### config.mk
export PLATFORM = sky130hd
export DESIGN_NAME = modbus_rtu_read_input_slave
export DESIGN_NICKNAME = d
export VERILOG_FILES = /design/src/hw/rtl/mbrtu_pkg.sv /design/src/hw/rtl/mbrtu_crc.sv /design/src/hw/rtl/modbus_rtu_read_input_slave.sv
export SDC_FILE = /design/constraint.sdc
export NUM_CORES = 2
export LEC_CHECK = 0
export ABC_AREA = 1
export BUFFER_PORTS_ARGS = -buffer_cell sky130_fd_sc_hd__buf_2
export CAP_MARGIN = 20
export CELL_PAD_IN_SITES_DETAIL_PLACEMENT = 0
export CELL_PAD_IN_SITES_GLOBAL_PLACEMENT = 1
export CORE_MARGIN = 3
export CORE_UTILIZATION = 23
export CTS_CLUSTER_DIAMETER = 120
export DETAILED_ROUTE_END_ITERATION = 12
export HOLD_SLACK_MARGIN = 0.15
export PLACE_DENSITY_LB_ADDON = 0.1
export RECOVER_POWER = 100
export SKIP_CTS_REPAIR_TIMING = 1
export SLEW_MARGIN = 20
export SYNTH_ARGS = -nofsm -noshare
export SYNTH_HDL_FRONTEND = slang
export SYNTH_SLANG_ARGS = --single-unit
### constraint.sdc
create_clock -name clk -period 3.1 [get_ports clk]
set_input_delay 0.62 -clock clk [delete_from_list [all_inputs] [get_ports clk]]
set_output_delay 0.62 -clock clk [all_outputs]
set_load 0.03 [all_outputs]
### src/hw/rtl/mbrtu_pkg.sv
// Package for the Modbus RTU read-input slave.
// Holds sequencer states, CRC unit command type and protocol constants.
// No dependencies.
package mbrtu_pkg;

    // Input item kinds
    localparam logic [1:0] MODE_RX_BYTE = 2'd0;
    localparam logic [1:0] MODE_TICK    = 2'd1;
    localparam logic [1:0] MODE_WRITE   = 2'd2;

    // Configuration register indexes
    localparam logic REG_SLAVE_ADDR = 1'b0;
    localparam logic REG_SILENCE    = 1'b1;

    // CRC-16, reflected polynomial
    localparam logic [15:0] CRC_INIT = 16'hFFFF;
    localparam logic [15:0] CRC_POLY = 16'hA001;

    // Function and exception codes
    localparam logic [7:0]  FC_READ_HOLDING = 8'h03;
    localparam logic [7:0]  FC_READ_INPUT   = 8'h04;
    localparam logic [7:0]  EXC_FLAG        = 8'h80;
    localparam logic [7:0]  EXC_FUNCTION    = 8'h01;
    localparam logic [7:0]  EXC_ADDRESS     = 8'h02;
    localparam logic [7:0]  EXC_VALUE       = 8'h03;
    localparam logic [15:0] MAX_COUNT       = 16'h007D;

    typedef enum logic [3:0] {
        ST_IDLE,
        ST_RD,
        ST_FEED,
        ST_SHIFT,
        ST_CHECK,
        ST_SEND,
        ST_SEND_SHIFT,
        ST_CRC_LO,
        ST_CRC_HI
    } state_t;

    typedef struct packed {
        logic       init;
        logic       load;
        logic       shift;
        logic [7:0] data;
    } crc_cmd_t;

endpackage

### src/hw/rtl/mbrtu_crc.sv
// Bit-serial CRC-16 unit: xor in a byte, then one shift step per cycle.
// Depends on mbrtu_pkg.
module mbrtu_crc (
    input  logic                clk,
    input  logic                rst_n,
    input  mbrtu_pkg::crc_cmd_t cmd,
    output logic [15:0]         crc
);
    import mbrtu_pkg::*;

    logic [15:0] crc_reg;
    logic [15:0] crc_next;

    // Pick init, byte load or one shift step
    always_comb
    begin
        priority if (cmd.init)
        begin
            crc_next = CRC_INIT;
        end
        else if (cmd.load)
        begin
            crc_next = crc_reg ^ {8'h00, cmd.data};
        end
        else if (cmd.shift)
        begin
            crc_next = crc_reg[0] ? ((crc_reg >> 1) ^ CRC_POLY) : (crc_reg >> 1);
        end
        else
        begin
            crc_next = crc_reg;
        end
    end

    always_ff @(posedge clk or negedge rst_n)
    begin
        if (!rst_n)
        begin
            crc_reg <= CRC_INIT;
        end
        else
        begin
            crc_reg <= crc_next;
        end
    end

    assign crc = crc_reg;

endmodule

### src/hw/rtl/modbus_rtu_read_input_slave.sv
// Modbus RTU slave top level: frame store, silence timer, sequencer, reply output.
// Depends on mbrtu_pkg and mbrtu_crc.
//
// Input channel (in_valid/in_ready) carries one item per transfer: a received
// byte, a time-base tick, or a measurement word write. The tick that ends the
// line silence starts frame processing; in_ready stays low until the last
// reply byte is registered or the frame is dropped.
// Frame processing walks the stored frame through the single CRC unit, one
// bit a cycle: each byte is read from the store (ST_RD, ST_FEED) and then
// shifted in bit by bit; the two trailer bytes are only read. Each reply byte
// is then loaded into the CRC and shifted in the same way, with waits on the
// output; the two CRC bytes follow. Frames for another slave or with a bad
// CRC end after the check with no reply; frames under 4 bytes end at once.
// Output channel (out_valid/out_ready) is one register; a stalled receiver
// holds the sequencer before the next reply byte but not new input once the
// last byte is registered.
// Reset clears counters, measurement words and config to their defaults; the
// frame store needs no clearing.
module modbus_rtu_read_input_slave #(
    parameter int FRAME_BYTES = 256,
    parameter int MAP_LIMIT   = 16,
    parameter int MEAS_WORDS  = 6
) (
    input  logic        clk,
    input  logic        rst_n,
    input  logic        cfg_we,
    input  logic        cfg_addr,
    input  logic [15:0] cfg_wdata,
    input  logic        in_valid,
    output logic        in_ready,
    input  logic [1:0]  mode,
    input  logic [7:0]  rx_byte,
    input  logic [2:0]  word_index,
    input  logic [15:0] word_value,
    output logic        out_valid,
    input  logic        out_ready,
    output logic [7:0]  tx_byte,
    output logic        last_byte
);
    import mbrtu_pkg::*;

    localparam int BW  = $clog2(FRAME_BYTES);
    localparam int CW  = BW + 1;
    localparam int AW  = $clog2(MAP_LIMIT);
    localparam int MIW = (MEAS_WORDS > 1) ? $clog2(MEAS_WORDS) : 1;

    // Configuration
    logic [7:0]  slave_addr_reg;
    logic [15:0] silence_ticks_reg;

    always_ff @(posedge clk or negedge rst_n)
    begin
        if (!rst_n)
        begin
            slave_addr_reg    <= 8'd1;
            silence_ticks_reg <= 16'd4000;
        end
        else if (cfg_we)
        begin
            unique case (cfg_addr)
                REG_SLAVE_ADDR: slave_addr_reg    <= cfg_wdata[7:0];
                REG_SILENCE:    silence_ticks_reg <= cfg_wdata;
                default:        slave_addr_reg    <= slave_addr_reg;
            endcase
        end
    end

    state_t state_reg, state_next;

    logic        in_xfer;
    logic        out_free;
    logic        frame_end;
    logic [CW-1:0] byte_count_reg;
    logic [15:0] silence_reg;
    logic [15:0] meas_reg [MEAS_WORDS];
    logic [7:0]  frame_mem [FRAME_BYTES];
    logic [7:0]  rd_data_reg;
    logic [CW-1:0] len_reg;
    logic [BW-1:0] idx_reg;
    logic [7:0]  hdr_reg [6];
    logic [7:0]  tail_lo_reg, tail_hi_reg;
    logic [2:0]  bit_reg;
    logic [7:0]  k_reg;
    logic [7:0]  total_reg;
    logic [7:0]  fc_out_reg;
    logic [7:0]  third_reg;
    logic [AW-1:0] waddr_reg;
    logic        out_valid_reg;
    logic [7:0]  tx_byte_reg;
    logic        last_reg;
    logic [15:0] crc;
    crc_cmd_t    crc_cmd;

    logic [CW-1:0] idx_ext;
    logic        feed_crc;
    logic        walk_last;
    logic [15:0] start_w, count_w;
    logic [16:0] span;
    logic [8:0]  wa9, wi9;
    logic [15:0] word_rd;
    logic [7:0]  send_byte;

    assign in_ready  = (state_reg == ST_IDLE);
    assign in_xfer   = in_valid && in_ready;
    assign out_free  = !out_valid_reg || out_ready;
    assign frame_end = in_xfer && (mode == MODE_TICK) && (silence_reg == 16'd1);
    assign idx_ext   = CW'(idx_reg);
    assign feed_crc  = (idx_ext + CW'(2)) < len_reg;
    assign walk_last = (idx_ext + CW'(1)) == len_reg;
    assign start_w   = {hdr_reg[2], hdr_reg[3]};
    assign count_w   = {hdr_reg[4], hdr_reg[5]};
    assign span      = {1'b0, start_w} + {1'b0, count_w};
    assign wa9       = 9'(waddr_reg);
    assign wi9       = 9'(word_index);
    assign word_rd   = (wa9 < 9'(MEAS_WORDS)) ? meas_reg[wa9[MIW-1:0]] : 16'h0000;

    // Select the reply data byte at position k
    always_comb
    begin
        priority if (k_reg == 8'd0)
        begin
            send_byte = slave_addr_reg;
        end
        else if (k_reg == 8'd1)
        begin
            send_byte = fc_out_reg;
        end
        else if (k_reg == 8'd2)
        begin
            send_byte = third_reg;
        end
        else
        begin
            send_byte = k_reg[0] ? word_rd[15:8] : word_rd[7:0];
        end
    end

    // Frame store, write and registered read
    always_ff @(posedge clk)
    begin
        if (in_xfer && (mode == MODE_RX_BYTE) && (byte_count_reg < CW'(FRAME_BYTES)))
        begin
            frame_mem[byte_count_reg[BW-1:0]] <= rx_byte;
        end
        rd_data_reg <= frame_mem[idx_reg];
    end

    // Byte count, silence timer and measurement words
    always_ff @(posedge clk or negedge rst_n)
    begin
        if (!rst_n)
        begin
            byte_count_reg <= '0;
            silence_reg    <= '0;
            for (int i = 0; i < MEAS_WORDS; i++)
            begin
                meas_reg[i] <= '0;
            end
        end
        else if (in_xfer)
        begin
            unique case (mode)
                MODE_RX_BYTE:
                begin
                    if (byte_count_reg < CW'(FRAME_BYTES))
                    begin
                        byte_count_reg <= byte_count_reg + CW'(1);
                    end
                    silence_reg <= (silence_ticks_reg == 16'd0) ? 16'd1 : silence_ticks_reg;
                end
                MODE_TICK:
                begin
                    if (silence_reg != 16'd0)
                    begin
                        silence_reg <= silence_reg - 16'd1;
                    end
                    if (frame_end)
                    begin
                        byte_count_reg <= '0;
                    end
                end
                MODE_WRITE:
                begin
                    if (wi9 < 9'(MEAS_WORDS))
                    begin
                        meas_reg[wi9[MIW-1:0]] <= word_value;
                    end
                end
                default:
                begin
                    silence_reg <= silence_reg;
                end
            endcase
        end
    end

    // Next state
    always_comb
    begin
        state_next = state_reg;
        unique case (state_reg)
            ST_IDLE:
            begin
                if (frame_end && (byte_count_reg >= CW'(4)))
                begin
                    state_next = ST_RD;
                end
            end
            ST_RD:
            begin
                state_next = ST_FEED;
            end
            ST_FEED:
            begin
                if (feed_crc)
                begin
                    state_next = ST_SHIFT;
                end
                else if (walk_last)
                begin
                    state_next = ST_CHECK;
                end
                else
                begin
                    state_next = ST_RD;
                end
            end
            ST_SHIFT:
            begin
                if (bit_reg == 3'd7)
                begin
                    state_next = ST_RD;
                end
            end
            ST_CHECK:
            begin
                if ((hdr_reg[0] != slave_addr_reg) || ({tail_hi_reg, tail_lo_reg} != crc))
                begin
                    state_next = ST_IDLE;
                end
                else
                begin
                    state_next = ST_SEND;
                end
            end
            ST_SEND:
            begin
                if (out_free)
                begin
                    state_next = ST_SEND_SHIFT;
                end
            end
            ST_SEND_SHIFT:
            begin
                if (bit_reg == 3'd7)
                begin
                    state_next = (k_reg + 8'd1 == total_reg) ? ST_CRC_LO : ST_SEND;
                end
            end
            ST_CRC_LO:
            begin
                if (out_free)
                begin
                    state_next = ST_CRC_HI;
                end
            end
            ST_CRC_HI:
            begin
                if (out_free)
                begin
                    state_next = ST_IDLE;
                end
            end
            default:
            begin
                state_next = ST_IDLE;
            end
        endcase
    end

    // CRC unit commands
    always_comb
    begin
        crc_cmd = '0;
        unique case (state_reg)
            ST_IDLE:
            begin
                crc_cmd.init = frame_end;
            end
            ST_FEED:
            begin
                crc_cmd.load = feed_crc;
                crc_cmd.data = rd_data_reg;
            end
            ST_SHIFT, ST_SEND_SHIFT:
            begin
                crc_cmd.shift = 1'b1;
            end
            ST_CHECK:
            begin
                crc_cmd.init = 1'b1;
            end
            ST_SEND:
            begin
                crc_cmd.load = out_free;
                crc_cmd.data = send_byte;
            end
            default:
            begin
                crc_cmd = '0;
            end
        endcase
    end

    mbrtu_crc u_crc (
        .clk   (clk),
        .rst_n (rst_n),
        .cmd   (crc_cmd),
        .crc   (crc)
    );

    always_ff @(posedge clk or negedge rst_n)
    begin
        if (!rst_n)
        begin
            state_reg <= ST_IDLE;
        end
        else
        begin
            state_reg <= state_next;
        end
    end

    // Walk and reply bookkeeping
    always_ff @(posedge clk or negedge rst_n)
    begin
        if (!rst_n)
        begin
            len_reg     <= '0;
            idx_reg     <= '0;
            bit_reg     <= '0;
            k_reg       <= '0;
            tail_lo_reg <= '0;
            tail_hi_reg <= '0;
            waddr_reg   <= '0;
            third_reg   <= '0;
            total_reg   <= '0;
            fc_out_reg  <= '0;
            for (int i = 0; i < 6; i++)
            begin
                hdr_reg[i] <= 8'h00;
            end
        end
        else
        begin
            unique case (state_reg)
                ST_IDLE:
                begin
                    if (frame_end)
                    begin
                        len_reg <= byte_count_reg;
                        idx_reg <= '0;
                        for (int i = 0; i < 6; i++)
                        begin
                            hdr_reg[i] <= 8'h00;
                        end
                    end
                end
                ST_FEED:
                begin
                    if (idx_ext < CW'(6))
                    begin
                        hdr_reg[idx_reg[2:0]] <= rd_data_reg;
                    end
                    if (idx_ext + CW'(2) == len_reg)
                    begin
                        tail_lo_reg <= rd_data_reg;
                    end
                    if (walk_last)
                    begin
                        tail_hi_reg <= rd_data_reg;
                    end
                    bit_reg <= '0;
                    if (!feed_crc && !walk_last)
                    begin
                        idx_reg <= idx_reg + BW'(1);
                    end
                end
                ST_SHIFT:
                begin
                    bit_reg <= bit_reg + 3'd1;
                    if (bit_reg == 3'd7)
                    begin
                        idx_reg <= idx_reg + BW'(1);
                    end
                end
                ST_CHECK:
                begin
                    k_reg     <= '0;
                    waddr_reg <= start_w[AW-1:0];
                    third_reg <= 8'(count_w << 1);
                    total_reg <= 8'd3 + 8'(count_w << 1);
                    fc_out_reg <= FC_READ_INPUT;
                    if ((hdr_reg[1] != FC_READ_INPUT) && (hdr_reg[1] != FC_READ_HOLDING))
                    begin
                        fc_out_reg <= hdr_reg[1] | EXC_FLAG;
                        third_reg  <= EXC_FUNCTION;
                        total_reg  <= 8'd3;
                    end
                    else if ((count_w == 16'd0) || (count_w > MAX_COUNT))
                    begin
                        fc_out_reg <= FC_READ_INPUT | EXC_FLAG;
                        third_reg  <= EXC_VALUE;
                        total_reg  <= 8'd3;
                    end
                    else if (span > 17'(MAP_LIMIT))
                    begin
                        fc_out_reg <= FC_READ_INPUT | EXC_FLAG;
                        third_reg  <= EXC_ADDRESS;
                        total_reg  <= 8'd3;
                    end
                end
                ST_SEND:
                begin
                    bit_reg <= '0;
                end
                ST_SEND_SHIFT:
                begin
                    bit_reg <= bit_reg + 3'd1;
                    if (bit_reg == 3'd7)
                    begin
                        k_reg <= k_reg + 8'd1;
                        if ((k_reg >= 8'd3) && !k_reg[0])
                        begin
                            waddr_reg <= waddr_reg + AW'(1);
                        end
                    end
                end
                default:
                begin
                    bit_reg <= bit_reg;
                end
            endcase
        end
    end

    // Output register
    always_ff @(posedge clk or negedge rst_n)
    begin
        if (!rst_n)
        begin
            out_valid_reg <= 1'b0;
        end
        else if (out_free)
        begin
            out_valid_reg <= (state_reg == ST_SEND) || (state_reg == ST_CRC_LO) ||
                             (state_reg == ST_CRC_HI);
        end
    end

    always_ff @(posedge clk)
    begin
        if (out_free)
        begin
            last_reg <= (state_reg == ST_CRC_HI);
            priority if (state_reg == ST_SEND)
            begin
                tx_byte_reg <= send_byte;
            end
            else if (state_reg == ST_CRC_LO)
            begin
                tx_byte_reg <= crc[7:0];
            end
            else
            begin
                tx_byte_reg <= crc[15:8];
            end
        end
    end

    assign out_valid = out_valid_reg;
    assign tx_byte   = tx_byte_reg;
    assign last_byte = last_reg;

`ifndef SYNTHESIS
    a_count_bound: assert property (@(posedge clk) disable iff (!rst_n)
        byte_count_reg <= CW'(FRAME_BYTES))
        else $error("byte count beyond frame store");
    a_walk_len: assert property (@(posedge clk) disable iff (!rst_n)
        (state_reg == ST_RD || state_reg == ST_FEED || state_reg == ST_SHIFT) |->
        (len_reg >= CW'(4)))
        else $error("walking a frame shorter than four bytes");
    a_shift_in_crc: assert property (@(posedge clk) disable iff (!rst_n)
        (state_reg == ST_SHIFT) |-> feed_crc)
        else $error("CRC shift on a trailer byte");
    a_send_range: assert property (@(posedge clk) disable iff (!rst_n)
        (state_reg == ST_SEND) |-> (k_reg < total_reg))
        else $error("reply byte index past reply length");
`endif

endmodule

==> reports/qor.json <==
{
  "outcome": "finished, violations left",
  "failed_checks": "max-capacitance violations, max-slew violations, negative setup slack",
  "place_congestion": 0.7596,
  "finalNonFillerCells": 14940,
  "leakagePower_nw": 41.01,
  "grt_overflow_total": 0,
  "launching_point_of_the_worst_reg2reg_path": "idx_reg[1]",
  "die_area_sq_um": 432200,
  "mostFrequentLayoutCells": "sky130_fd_sc_hd__edfxtp_1 (2057), sky130_fd_sc_hd__nor2_1 (1613), sky130_fd_sc_hd__o21ai_0 (1275)",
  "placed_cell_area_sq_um": 110400,
  "grt_first_pass_wirelength_microns": 531500,
  "setup.worst_path.class": "register to register",
  "peakVddDrop_mv": 0.4178,
  "area_delta_synth_final_pct": 21.38,
  "design_power_total_mw": 91.11,
  "startpoint": "idx_reg[1]",
  "layout.nets": 9158,
  "slew_violations": 448,
  "tritoncts.num_buffers": 295,
  "dp_hpwl_microns": 238700,
  "area_fraction_of_the_dominant_cell_type_after_synthesis_pct": 63.29,
  "slowest_delay_ps": 500,
  "fp.dieH_microns": 657.4,
  "seq_area_frac_synth_pct": 70.82,
  "layout-drive-gt1-share_pct": 13.08,
  "firstDrtPassIters": 5,
  "fin_hold_ws_ps": 247.9,
  "max-clock-path-buffers": 4,
  "clock_tree.root_cell": "sky130_fd_sc_hd__clkbuf_16",
  "finish_stage_setup_viols": 1,
  "num_io_pins": 62,
  "placementRows": 238,
  "critPathBufInv": 3,
  "layout_setup_ws_ps": -36.93,
  "core_region_area_sq_um": 421400,
  "clk_latency_ps": 910,
  "final-seq-area_sq_um": 69130,
  "achievable-frequency_mhz": 318.8,
  "dpl.cell_count": 14360,
  "timing.critical_path.max_delay_family": "simple AND/OR/NAND/NOR gates",
  "drv.max_cap_violation_count": 9,
  "grt_pass1_vias": 67970,
  "multiInputGateArea_sq_um": 25300,
  "cts_tree": "built",
  "power.density_nw_per_um2": 769.1,
  "ctsHtreeMaxLevel": 5,
  "overall_global_routing_usage_pct": 16.88,
  "setup.worst_path.start_class": "register",
  "layout.filler_cells": 43650,
  "post-route-period-util_pct": 101.2,
  "timing.clock.skew_ps": 44.30,
  "cts.sinks": 2351,
  "finalSetupTns_ps": -36.93,
  "crit_path_cell_trace": "buf_12 -> buf_16 -> buf_16 -> nor2_1 -> o21ai_0 -> o21ai_1 -> o211ai_1 -> nand3_2 -> nand2_1 -> nand4_1 -> nand3_1 -> nand2_1",
  "clk_slew_on_worst_s_h_paths_ps": 60,
  "max_slew_margin_pct": -72.37,
  "avgSynthCellArea_sq_um": 11.62,
  "min_period_ps": 3137,
  "via_to_cell_ratio": 4.549,
  "antenna_found_initial": 37,
  "yosys.area.top_type": "sky130_fd_sc_hd__edfxtp_1",
  "wl_per_cell_microns": 25.14,
  "initialDrtViolationCount": 5415,
  "synthCells": 8401,
  "mostFrequentLayoutCell": "sky130_fd_sc_hd__edfxtp_1",
  "wirelength_microns": 375500,
  "antenna_left": 0,
  "vias": 67940,
  "synth.cell_area_sq_um": 97590,
  "timing_hold_violations_final": 0,
  "worst_ep_arrival_time_ps": 3930,
  "largest_register_ffs": 2048,
  "drc": 0,
  "worst_ep_required_time_ps": 3900,
  "synth.yosys.warnings": 0,
  "ys_seq_elements": 2351,
  "min-delay-path-class": "input pin to register",
  "min-delay-start": "mode[0]",
  "worst_pin_slew_ps": 2586,
  "placement.setup.worst_slack_ps": -327.9,
  "critical_path.slowest_cell": "sky130_fd_sc_hd__dfrtp_4",
  "ys_types": 63,
  "cp_max_fo": 25,
  "final_core_utilization_pct": 28.11,
  "syn-num-nets": 8500,
  "leading_cell_types_by_total_area_after_synthesis": "sky130_fd_sc_hd__edfxtp_1 (63%), sky130_fd_sc_hd__dfrtp_1 (6.7%), sky130_fd_sc_hd__o21ai_0 (6.4%)",
  "numPortBuffers": 61,
  "worstSetupEndpointType": "register",
  "die_x_microns": 657.4,
  "final_area_sq_um": 118500,
  "grt_max_degree": 84,
  "initial_core_util_pct": 23.16
}
==> worst paths after layout <==
path | end | slack (ps) | depth (start not counted)
max | rd_data_reg[0] | -40 | 12
min | byte_count_reg[1] | 250 | 3
max reg2reg | rd_data_reg[0] | -40 | 12
min reg2reg | silence_reg[7] | 480 | 2
max in group asynchronous | len_reg[2] | 510 | 3
min in group asynchronous | meas_reg[9] | 680 | 2
==> synthesized netlist by cell type (all sizes together) <==
cell type / number
a21boi: 1
a21o: 3
a21oi: 128
a22o: 1
a22oi: 2
a2bb2oi: 1
a31oi: 12
and2: 1
and3: 1
buf: 213
bufinv: 1
clkbuf: 311
clkinv: 5
dfrtp: 263
dfstp: 23
dfxtp: 8
edfxtp: 2057
fa: 1
ha: 47
inv: 259
mux2: 3
nand2: 1054
nand3: 365
nand3b: 4
nand4: 27
nor2: 1627
nor3: 38
nor3b: 3
nor4: 8
o2111ai: 2
o211a: 2
o211ai: 173
o21a: 2
o21ai: 1310
o21bai: 2
o221ai: 83
o22ai: 291
o31ai: 1
o32ai: 2
or2: 6
or3: 1
xnor2: 21
xor2: 38
==> kinds of logic after synthesis <==
| kind of cell | count (synthesis) | synth area share, % |
|---|---|---|
| AOI/OAI and AO/OA | 2016 | 11.60 |
| xor gates and xnor gates | 59 | 0.5295 |
| adders and majority gates | 48 | 0.6231 |
| buffers and inverters | 789 | 3.372 |
| DFF | 2351 | 70.82 |
| muxes | 3 | 0.03461 |
| and+or+nand+nor | 3135 | 13.02 |
==> metal layers <==
metal	track usage, %	wire length (microns)	vias up
met5	0	0	-
met4	3.683	8460	0
met2	27.52	175100	1478
li1	-	-	31500
met1	23.93	176400	34520
met3	2.024	15540	436
==> area by class of cell <==
cell class / instances / share of cell area, %
tap: 5640 / 5.957
multi-input combinational: 5261 / 21.36
timing repair buffer: 885 / 5.700
sequential: 2351 / 58.35
inverter: 265 / 0.8840
clock buffer: 391 / 6.710
antenna: 6 / 0.01267
clock inverter: 136 / 1.026
==> worst reg2reg max path: stages, from the launching register on <==
cell	delay, ps
sky130_fd_sc_hd__dfrtp_4	500
sky130_fd_sc_hd__buf_12	190
sky130_fd_sc_hd__buf_16	280
sky130_fd_sc_hd__buf_16	220
sky130_fd_sc_hd__nor2_1	80
sky130_fd_sc_hd__o21ai_0	90
sky130_fd_sc_hd__o21ai_1	210
sky130_fd_sc_hd__o211ai_1	420
sky130_fd_sc_hd__nand3_2	350
sky130_fd_sc_hd__nand2_1	160
sky130_fd_sc_hd__nand4_1	280
sky130_fd_sc_hd__nand3_1	190
sky130_fd_sc_hd__nand2_1	70
==> power by group <==
part | internal [mW] | leakage [nW] | total (mW) | switching, mW
clock | 19.1 | 4.45 | 33.2 | 14.1
combinational | 6.55 | 14.3 | 21.6 | 15.0
sequential | 35.5 | 22.3 | 36.3 | 0.820
Power figures use the tool's default switching activity.
